`src/hw/rtl/mpmc_pkg.sv`:
```
// Shared types, command codes and micro-operation codes of the pattern match counter.
package mpmc_pkg;

  // Item commands
  localparam logic [2:0] CMD_CLEAR = 3'd0;
  localparam logic [2:0] CMD_PAT   = 3'd1;
  localparam logic [2:0] CMD_BUILD = 3'd2;
  localparam logic [2:0] CMD_TEXT  = 3'd3;
  localparam logic [2:0] CMD_READ  = 3'd4;

  // Result status codes
  localparam logic [1:0] ST_OK       = 2'd0;
  localparam logic [1:0] ST_NODEFULL = 2'd1;
  localparam logic [1:0] ST_PATFULL  = 2'd2;
  localparam logic [1:0] ST_BADIDX   = 2'd3;

  typedef struct packed {
    logic [2:0] command;
    logic [4:0] letter;
    logic       last;
    logic [7:0] pattern_index;
  } item_t;

  typedef struct packed {
    logic [1:0]  status;
    logic [23:0] count;
    logic [23:0] max_count;
    logic        is_max;
  } result_t;

  // Datapath micro-operations
  typedef enum logic [4:0] {
    OP_NOP, OP_LOAD, OP_CLR, OP_ZROW, OP_MULC, OP_MULM, OP_RDL, OP_PINS,
    OP_DEAD, OP_PLAST, OP_BINIT, OP_RDC, OP_B1, OP_RDQ, OP_RDF, OP_MULF,
    OP_RDV, OP_RDVIA, OP_B2, OP_TS, OP_RDW, OP_HIT, OP_RDP, OP_BAD,
    OP_RDH, OP_RES
  } op_e;

  typedef struct packed {
    op_e op;
  } ctrl_t;

  typedef struct packed {
    logic built;
    logic letter_ok;
    logic last;
    logic pidx_ok;
    logic dead;
    logic child_zero;
    logic room;
    logic c_last;
    logic q_more;
    logic f_nz;
  } stat_t;

endpackage

```
`src/hw/rtl/mpmc_ctrl.sv`:
```
// Controller state machine of the pattern match counter.
module mpmc_ctrl (
  input  logic            clk_i,
  input  logic            rst_ni,
  input  logic            start,
  input  logic [2:0]      command_i,
  input  mpmc_pkg::stat_t stat_i,
  output mpmc_pkg::ctrl_t ctrl_o,
  output logic            busy,
  output logic            done_o
);
  import mpmc_pkg::*;

  localparam logic [4:0] S_INIT   = 5'd0;
  localparam logic [4:0] S_IZERO  = 5'd1;
  localparam logic [4:0] S_IDLE   = 5'd2;
  localparam logic [4:0] S_DONE   = 5'd3;
  localparam logic [4:0] S_CLR    = 5'd4;
  localparam logic [4:0] S_ZERO   = 5'd5;
  localparam logic [4:0] S_P_CHK  = 5'd6;
  localparam logic [4:0] S_P_RD   = 5'd7;
  localparam logic [4:0] S_P_INS  = 5'd8;
  localparam logic [4:0] S_P_MULN = 5'd9;
  localparam logic [4:0] S_P_ZROW = 5'd10;
  localparam logic [4:0] S_P_LAST = 5'd11;
  localparam logic [4:0] S_B_CHK  = 5'd12;
  localparam logic [4:0] S_B_RDC  = 5'd13;
  localparam logic [4:0] S_B_1    = 5'd14;
  localparam logic [4:0] S_B_Q    = 5'd15;
  localparam logic [4:0] S_B_RDF  = 5'd16;
  localparam logic [4:0] S_B_MULF = 5'd17;
  localparam logic [4:0] S_B_RDV  = 5'd18;
  localparam logic [4:0] S_B_VIA  = 5'd19;
  localparam logic [4:0] S_B_2    = 5'd20;
  localparam logic [4:0] S_T_CHK  = 5'd21;
  localparam logic [4:0] S_T_RD   = 5'd22;
  localparam logic [4:0] S_T_S    = 5'd23;
  localparam logic [4:0] S_T_W    = 5'd24;
  localparam logic [4:0] S_T_HIT  = 5'd25;
  localparam logic [4:0] S_R_CHK  = 5'd26;
  localparam logic [4:0] S_R_RDH  = 5'd27;
  localparam logic [4:0] S_R_RES  = 5'd28;

  logic [4:0] state_q, state_d;
  logic       accept;

  assign busy   = !(state_q == S_IDLE || state_q == S_DONE);
  assign done_o = (state_q == S_DONE);
  assign accept = start && !busy;

  // Sequencing
  always_comb begin
    state_d   = state_q;
    ctrl_o.op = OP_NOP;
    case (state_q)
      S_INIT: begin
        ctrl_o.op = OP_CLR; state_d = S_IZERO;
      end
      S_IZERO: begin
        ctrl_o.op = OP_ZROW;
        if (stat_i.c_last) state_d = S_IDLE;
      end
      S_IDLE, S_DONE: begin
        state_d = S_IDLE;
        if (accept) begin
          ctrl_o.op = OP_LOAD;
          case (command_i)
            CMD_CLEAR: state_d = S_CLR;
            CMD_PAT:   state_d = S_P_CHK;
            CMD_BUILD: state_d = S_B_CHK;
            CMD_TEXT:  state_d = S_T_CHK;
            CMD_READ:  state_d = S_R_CHK;
            default:   state_d = S_DONE;
          endcase
        end
      end
      S_CLR: begin
        ctrl_o.op = OP_CLR; state_d = S_ZERO;
      end
      S_ZERO: begin
        ctrl_o.op = OP_ZROW;
        if (stat_i.c_last) state_d = S_DONE;
      end
      // Pattern letter
      S_P_CHK: begin
        if (stat_i.built) begin
          state_d = S_DONE;
        end else if (stat_i.dead || !stat_i.letter_ok) begin
          ctrl_o.op = OP_DEAD; state_d = S_P_LAST;
        end else begin
          ctrl_o.op = OP_MULC; state_d = S_P_RD;
        end
      end
      S_P_RD: begin
        ctrl_o.op = OP_RDL; state_d = S_P_INS;
      end
      S_P_INS: begin
        ctrl_o.op = OP_PINS;
        state_d = (stat_i.child_zero && stat_i.room) ? S_P_MULN : S_P_LAST;
      end
      S_P_MULN: begin
        ctrl_o.op = OP_MULC; state_d = S_P_ZROW;
      end
      S_P_ZROW: begin
        ctrl_o.op = OP_ZROW;
        if (stat_i.c_last) state_d = S_P_LAST;
      end
      S_P_LAST: begin
        if (stat_i.last) ctrl_o.op = OP_PLAST;
        state_d = S_DONE;
      end
      // Build links
      S_B_CHK: begin
        ctrl_o.op = OP_BINIT;
        state_d = stat_i.built ? S_DONE : S_B_RDC;
      end
      S_B_RDC: begin
        ctrl_o.op = OP_RDC; state_d = S_B_1;
      end
      S_B_1: begin
        ctrl_o.op = OP_B1;
        state_d = stat_i.c_last ? S_B_Q : S_B_RDC;
      end
      S_B_Q: begin
        if (stat_i.q_more) begin
          ctrl_o.op = OP_RDQ; state_d = S_B_RDF;
        end else begin
          state_d = S_DONE;
        end
      end
      S_B_RDF: begin
        ctrl_o.op = OP_RDF; state_d = S_B_MULF;
      end
      S_B_MULF: begin
        ctrl_o.op = OP_MULF; state_d = S_B_RDV;
      end
      S_B_RDV: begin
        ctrl_o.op = OP_RDV; state_d = S_B_VIA;
      end
      S_B_VIA: begin
        ctrl_o.op = OP_RDVIA; state_d = S_B_2;
      end
      S_B_2: begin
        ctrl_o.op = OP_B2;
        state_d = stat_i.c_last ? S_B_Q : S_B_RDV;
      end
      // Text letter
      S_T_CHK: begin
        if (stat_i.letter_ok) begin
          ctrl_o.op = OP_MULM; state_d = S_T_RD;
        end else begin
          state_d = S_T_S;
        end
      end
      S_T_RD: begin
        ctrl_o.op = OP_RDL; state_d = S_T_S;
      end
      S_T_S: begin
        ctrl_o.op = OP_TS; state_d = S_T_W;
      end
      S_T_W: begin
        if (stat_i.f_nz) begin
          ctrl_o.op = OP_RDW; state_d = S_T_HIT;
        end else begin
          state_d = S_DONE;
        end
      end
      S_T_HIT: begin
        ctrl_o.op = OP_HIT; state_d = S_T_W;
      end
      // Read count
      S_R_CHK: begin
        if (stat_i.pidx_ok) begin
          ctrl_o.op = OP_RDP; state_d = S_R_RDH;
        end else begin
          ctrl_o.op = OP_BAD; state_d = S_DONE;
        end
      end
      S_R_RDH: begin
        ctrl_o.op = OP_RDH; state_d = S_R_RES;
      end
      S_R_RES: begin
        ctrl_o.op = OP_RES; state_d = S_DONE;
      end
      default: begin
        state_d = S_INIT;
      end
    endcase
  end

  always_ff @(posedge clk_i or negedge rst_ni) begin
    if (!rst_ni) begin
      state_q <= S_INIT;
    end else begin
      state_q <= state_d;
    end
  end

  // A result strobe lasts one cycle unless an unknown command follows at once
  assert property (@(posedge clk_i) disable iff (!rst_ni) (done_o && !accept) |=> !done_o)
    else $error("result strobe held for two cycles");

  // An accepted item always starts work or reports
  assert property (@(posedge clk_i) disable iff (!rst_ni)
    accept |=> (state_q != S_IDLE))
    else $error("accepted item dropped");

endmodule

```
`config.mk`:
```
export PLATFORM = sky130hd
export DESIGN_NAME = mpmc_ctrl
export DESIGN_NICKNAME = d
export VERILOG_FILES = /design/src/hw/rtl/mpmc_pkg.sv /design/src/hw/rtl/mpmc_ctrl.sv
export SDC_FILE = /design/constraint.sdc
export NUM_CORES = 1
export LEC_CHECK = 0
export BUFFER_PORTS_ARGS = -buffer_cell sky130_fd_sc_hd__buf_2
export CAP_MARGIN = 20
export CORE_MARGIN = 10
export CORE_UTILIZATION = 55
export CTS_CLUSTER_SIZE = 8
export DETAILED_ROUTE_END_ITERATION = 8
export HOLD_SLACK_MARGIN = 0.1
export PLACE_DENSITY = 0.8
export SKIP_CTS_REPAIR_TIMING = 1
export SLEW_MARGIN = 40
export SYNTH_ARGS = -nofsm -noshare
export SYNTH_HDL_FRONTEND = slang
export SYNTH_SLANG_ARGS = --single-unit
```
`constraint.sdc`:
```
create_clock -name clk_i -period 1.67 [get_ports clk_i]
set_input_delay 0.0835 -clock clk_i [delete_from_list [all_inputs] [get_ports clk_i]]
set_output_delay 0.0835 -clock clk_i [all_outputs]
set_load 0.02 [all_outputs]
```
==> metrics.md, run 1 <==
| Metric | Value |
|---|---|
| Status | `finished, violations left` |
| Violated checks | `negative setup slack` |
| Clock Path Buffers | `2` |
| Initial Utilization | `between 50 and 60%` |
| CTS tree | `done` |
| N_diodes | `0` |
| Final Slew Violations | `0` |
| Clock Latency Late Sink | `~250 ps` |
| Height of the die | `approximately 66 microns` |
| Initial antenna violation count | `0` |
| DIE AREA | `roughly 4400 sq um` |
| Fillers | `roughly 120` |
| Die Wd | `about 66 microns` |
| Clock period minus worst slack | `about 1900 ps` |
| Final setup viols | `6` |
| Post-synth EDFFs | `0` |
| Worst Skew | `between 6 and 7 ps` |
| I/O pins | `23` |
| DRC viols | `0` |
| Crit path arrival time | `~1800 ps` |
| Final core utilization | `between 80% and 90%` |
| Final nets | `between 200 and 250` |
| Hold WC Path Type | `in2async` |
| I/O Buffers | `22` |
| Antenna viol nets, final | `0` |
| Share of the synthesized area in the top cell type | `approximately a tenth` |
| Synth Area in XOR/XNOR | `less than 1%` |
| Final RePlAce weighted congestion | `approximately 1` |
| Place WS | `-16.0 ps` |
| Worst Setup End Kind | `output pin` |
| Routed len/inst | `roughly 21 microns` |
| Mux cell area share after synthesis | `0%` |
| Sequential-to-total area share from yosys stat | `between 10% and 20%` |
| Detail Placement HPWL | `about 2900 microns` |
| Max-slew headroom | `67.0%` |
| First-pass iteration count of the detailed router | `5` |
| Most frequent cells in the layout | `buf_4 (25), buf_2 (17), nand2_1 (12)` |
| Post-synth top area cell | `dfrtp_1` |
| Max_cap viols | `0` |
| Initial DRC Count | `200` |
| Net Count, Synth | `176` |
| CP Launch Type | `register` |
| Number of flip-flops in the largest register | `5` |
| First-pass GRT wire length | `between 6000 and 7000 microns` |
| Tot GR Track Use | `~17%` |
| WS Path Type | `reg2out` |
| Core area | `between 2000 and 2500 sq um` |
| Biggest register | `state_q` |
| Syn avg cell area | `7.34 sq um` |
| Clock slew at reported path FFs | `50 ps` |
| Final hold slack | `between 150 and 200 ps` |
| PD cells | `1860 nW/um^2` |
| Top flop regs | `state_q x5` |
| Compound-Gate Fraction of Synth Area | `around a third` |
| Grt total ovfl | `0` |
| Worst Path Max Fanout | `9` |
| Num CTS Buffers | `3` |
| Maximum operating frequency | `roughly 530 MHz` |
| Distinct cells, synth | `slightly above 60` |
| Syn Inst Count | `160` |
| Commonest non-fill, non-tap cell in the layout | `buf_4` |
| Ranking of synthesized cells by area | `dfrtp_1 (11%), nand2b_1 (5.9%), nor2b_1 (4.8%), o21ai_0 (4.3%), nand2_1 (3.8%)` |
| Share of cells above drive strength 1 | `41.1%` |
| Inst Count DP | `roughly 210` |
| Tcrit/Tclk final | `113%` |
| Post-Synth Adder-Cell Area | `0.853%` |
| Vias | `about 1600` |
| Non-filler cells, final | `roughly 230` |
| Area Growth Syn to Fin | `43.1%` |
| Total Wirelength | `4920 microns` |
| CTS Sinks | `5` |
| Vias in the first global route | `roughly 1300` |
| Vias per cell | `a little under 7` |
| Async S/R FF share, synth | `between 90% and 100%` |
| Worst slew pin tran | `approximately 490 ps` |
| Commonest register cell after synthesis | `dfrtp_1` |
| Largest family of logic cells by synthesized area | `simple AND/OR/NAND/NOR gates` |
| Hold Fails Final Rpt | `0` |
| H-tree Lvls | `1` |
| Fin worst setup slack | `-212 ps` |
| Data required, critical path | `~1600 ps` |
| Mapped Area | `~1200 sq um` |
| Ys Warns | `0` |
| Max IR drop VDD | `1.35 mV` |
| Flops & latches, synth | `5` |
| RSZ-0062 raised after global routing | `yes` |
| Clock root cell | `clkbuf_4` |
| Rows | `16` |
| Largest net degree at the start of global routing | `31` |
| Lkg Pwr | `around 0.73 nW` |
| Post-Synth Simple-Gate Area | `about 43%` |
[per-layer routing]
metal	part of all wire, %	global-route usage, %
met4	4.6	6.02
met1	38	21.4
met5	0	0
met3	11	1.86
met2	46	29.1
[power by group]
part | switching, W | leakage (nW) | internal (W) | total, W
Sequential | 0.000128 | 0.0565 | 0.000186 | 0.000314
Clock | 0.0000553 | 0.0150 | 0.0000907 | 0.000146
Combinational | 0.00144 | 0.657 | 0.00122 | 0.00266
[cell families (layout without fill, tap and decap cells)]
group,Yosys count,count (layout)
simple gates,78,78
compound gates,56,56
buf+inv,19,61
flops,5,5
fa+ha+maj,1,1
xor+xnor,1,1
[final cells by class]
type | count | area, sq um | area share (%)
Tap cell | 27 | 33.8 | 2.01
Clock buffer | 4 | 26.3 | 1.56
Timing Repair Buffer | 54 | 443 | 26.4
Sequential cell | 5 | 131 | 7.82
Inverter | 3 | 11.3 | 0.671
Multi-Input combinational cell | 136 | 1030 | 61.5
[worst max-delay path, stage by stage, from the launching register on]
cell and delay, ps:
dfrtp_2 480, buf_4 190, nand2_1 130, o21ba_1 150
o22ai_1 80, a2111o_1 380, buf_6 140
[Yosys cell counts, types with 4 or more instances]
library cell and n:
nand2b_1 11, nor2b_1 9, nor2_1 10, buf_2 8, nor3_1 4, nand4b_1 4, o21ai_0 10, a31oi_1 4
buf_4 5, dfrtp_1 5, a21oi_1 8, nand2_1 12, and3b_1 5
[per-stage QoR]
| step | setup TNS [ps] | total power (W) | instance area (sq um) |
|---|---|---|---|
| after floorplan | 0 | 0.00173 | 1180 |
| after global placement | 0 | 0.00224 | 1380 |
| after detailed placement | -19.2 | 0.00228 | 1380 |
| after CTS | -931 | 0.00245 | 1410 |
| after global routing | -1210 | 0.00327 | 1680 |
| final | -680 | 0.00312 | 1680 |
[worst paths after layout]
check                           startpoint    endpoint  slack [ps]  depth (start not counted)
max in group asynchronous           rst_ni  state_q[0]        1350                          2
worst min register to register  state_q[0]  state_q[4]         850                          3
worst max register to register  state_q[3]  state_q[1]         -90                          6
worst max-delay path            state_q[2]   ctrl_o[0]        -210                          6
min in group clk_i               stat_i[9]  state_q[2]         250                          4
worst min-delay path                rst_ni  state_q[2]         170                          2
No activity file was read; power rests on OpenSTA's default activity.
==> inputs of run 2 (changes only) <==
--- a/config.mk
+++ b/config.mk
@@ -5,10 +5,11 @@
 export SDC_FILE = /design/constraint.sdc
 export NUM_CORES = 1
 export LEC_CHECK = 0
+export ABC_AREA = 1
 export BUFFER_PORTS_ARGS = -buffer_cell sky130_fd_sc_hd__buf_2
 export CAP_MARGIN = 20
 export CORE_MARGIN = 10
-export CORE_UTILIZATION = 55
+export CORE_UTILIZATION = 54
 export CTS_CLUSTER_SIZE = 8
 export DETAILED_ROUTE_END_ITERATION = 8
 export HOLD_SLACK_MARGIN = 0.1
==> run 2 against run 1 <==
  * The flow still finishes with violations (negative setup slack)
  * Critical path type unchanged
  * First-iteration DRC count rose by 15%
  * Sequential cell count unchanged
  * Wire length grew 3.0%
  * Power shrank 14%
  * Area after synthesis decreased by 15%
  * Non-clock buffer count down 9
  * Synthesized cell count increased by 19%
  * Via count up 6.6%
  * Critical path depth up 3
==> metrics.md, run 2 <==
| Metric | Value |
|---|---|
| CTS Sinks | `5` |
| Maximum operating frequency | `between 500 and 600 MHz` |
| Fillers | `slightly below 100` |
| Final RePlAce weighted congestion | `roughly 1.0` |
| H-tree Lvls | `1` |
| WS Path Type | `reg2out` |
| Post-synth top area cell | `nand2_1` |
| Antenna viol nets, final | `0` |
| Max-slew headroom | `~76%` |
| Clock Latency Late Sink | `about 270 ps` |
| CTS tree | `done` |
| I/O pins | `23` |
| Distinct cells, synth | `23` |
| RSZ-0062 raised after global routing | `yes` |
| Flops & latches, synth | `5` |
| Worst Path Max Fanout | `6` |
| Non-filler cells, final | `about 260` |
| Multi-input logic area | `between 900 and 1000 sq um` |
| Grt total ovfl | `0` |
| Hold WC Path Type | `in2reg` |
| Vias | `between 1500 and 2000` |
| CP Launch Type | `register` |
| Detail Placement HPWL | `~3000 microns` |
| DIE AREA | `slightly below 4000 sq um` |
| Ys Warns | `0` |
| First-pass GRT wire length | `slightly below 6000 microns` |
| Number of flip-flops in the largest register | `5` |
| Register area | `around 130 sq um` |
| Total Wirelength | `between 5000 and 6000 microns` |
| Max IR drop VDD | `about 1.1 mV` |
| Top flop regs | `state_q x5` |
| Clock period minus worst slack | `~1900 ps` |
| Initial Utilization | `between 50% and 60%` |
| Initial DRC Count | `230` |
| Biggest register | `state_q` |
| Final Slew Violations | `0` |
| Clock Path Buffers | `2` |
| Status | `finished, violations left` |
| Net Count, Synth | `between 200 and 250` |
| DRC viols | `0` |
| Area Growth Syn to Fin | `52.3%` |
| Commonest non-fill, non-tap cell in the layout | `nand2_1` |
| Rows | `15` |
| Worst Setup End Kind | `output pin` |
| Post-synth top cells | `nand2_1 (56), nor2_1 (35), inv_1 (21), nand3_1 (21), nand4_1 (9)` |
| Inst Count DP | `approximately 240` |
| Routed len/inst | `~19 microns` |
| Commonest register cell after synthesis | `dfrtp_1` |
| Core area | `1750 sq um` |
| Share of cells above drive strength 1 | `roughly 42%` |
| PD cells | `~1800 nW/um^2` |
| Mapped Area | `~1000 sq um` |
| I/O Buffers | `22` |
| Fin worst setup slack | `-243 ps` |
| Largest net degree at the start of global routing | `17` |
| Die Wd | `approximately 63 microns` |
| Tcrit/Tclk final | `115%` |
| Lkg Pwr | `approximately 0.8 nW` |
| Tot GR Track Use | `roughly 17%` |
| Post-synth EDFFs | `0` |
| Syn avg cell area | `about 5.2 sq um` |
| Most common cell in the synthesized netlist | `nand2_1` |
| Worst slew pin tran | `364 ps` |
| Most frequent cells in the layout | `nand2_1 (48), nor2_1 (24), buf_4 (23)` |
| Worst Skew | `~15 ps` |
| Crit path arrival time | `about 1800 ps` |
| Clock slew at reported path FFs | `roughly 60 ps` |
| Final nets | `255` |
| Final setup viols | `7` |
| Height of the die | `63 microns` |
| Final hold slack | `137 ps` |
| Max_cap viols | `0` |
| Violated checks | `negative setup slack` |
| Num CTS Buffers | `3` |
| N_diodes | `0` |
| Hold Fails Final Rpt | `0` |
| Syn Inst Count | `191` |
| Initial antenna violation count | `0` |
| Sequential-to-total area share from yosys stat | `12.5%` |
| Data required, critical path | `between 1500 and 2000 ps` |
| First-pass iteration count of the detailed router | `8` |
| Share of the synthesized area in the top cell type | `21.1%` |
| Async S/R FF share, synth | `between 90% and 100%` |
| Clock root cell | `clkbuf_4` |
| Vias in the first global route | `between 1000 and 1500` |
| Vias per cell | `~6.5` |
| Ranking of synthesized cells by area | `nand2_1 (21%), nor2_1 (13%), dfrtp_1 (13%), nand3_1 (11%), inv_1 (7.9%)` |
[run 2: cell count changes after synthesis, moves of 6 or more]
| cell | change |
|---|---|
| buf_2 | -6 |
| inv_1 | +19 |
| nand2_1 | +44 |
| nand2b_1 | -11 |
| nand3_1 | +19 |
| nand4_1 | +8 |
| nor2_1 | +25 |
| nor2b_1 | -9 |
| o21ai_0 | -6 |
[run 2: logic make-up (layout without fill, tap and decap cells)]
logic type,after synthesis,count (layout),share of synthesized area [%]
buffers and inverters,28,75,10.8
AOI/OAI and AO/OA,16,16,9.65
DFF,5,5,12.5
and+or+nand+nor,142,142,67.0
[run 2: power breakdown]
group | switching [W] | internal (W) | leakage (nW)
combinational | 0.00136 | 0.000843 | 0.740
sequential | 0.000135 | 0.000185 | 0.0585
clock | 0.0000724 | 0.0000918 | 0.0150
[run 2: critical path: stages (launching register included)]
cell     delay [ps]
dfrtp_2         470
inv_2           150
nor2_4           70
nand3_2         100
nor2_1           80
nor3_1          220
nand2_1          90
nor2_1          120
nand3_1          90
buf_4           170
[run 2: final timing paths]
check                           start         end  cells after the start  slack [ps]
setup reg to reg           state_q[3]  state_q[1]                     10         -50
min in group asynchronous      rst_ni  state_q[0]                      2         170
hold / removal              stat_i[6]  state_q[3]                      3         140
hold reg to reg            state_q[2]  state_q[2]                      2         730
max in group asynchronous      rst_ni  state_q[3]                      2        1320
setup / recovery           state_q[0]   ctrl_o[2]                      9        -240
[run 2: cell type report]
| class | instances | area share [%] |
|---|---|---|
| inverter | 26 | 6.75 |
| tap | 25 | 2.06 |
| sequential | 5 | 8.56 |
| timing repair buffer | 45 | 21.2 |
| multi-input combinational | 158 | 59.8 |
| clock buffer | 4 | 1.73 |
[run 2: stage by stage]
step	area (sq um)	utilization [%]	power (W)	setup TNS (ps)	worst slack, ps
after global routing	1520	87.1	0.00282	-1100	-295
after floorplan	998	-	0.00129	0	224
final	1520	87.1	0.00269	-933	-243
after CTS	1230	70.4	0.00194	-966	-237
after detailed placement	1200	68.9	0.00178	0	37.3
after global placement	1200	68.9	0.00177	0	69.3
[run 2: routing by layer]
| metal | vias up | global-route usage [%] | part of all wire [%] |
|---|---|---|---|
| met5 | - | 0 | 0 |
| met1 | 731 | 19.7 | 34 |
| met3 | 57 | 2.51 | 14 |
| met4 | 0 | 11.5 | 8.7 |
| li1 | 717 | - | - |
| met2 | 195 | 29.1 | 44 |
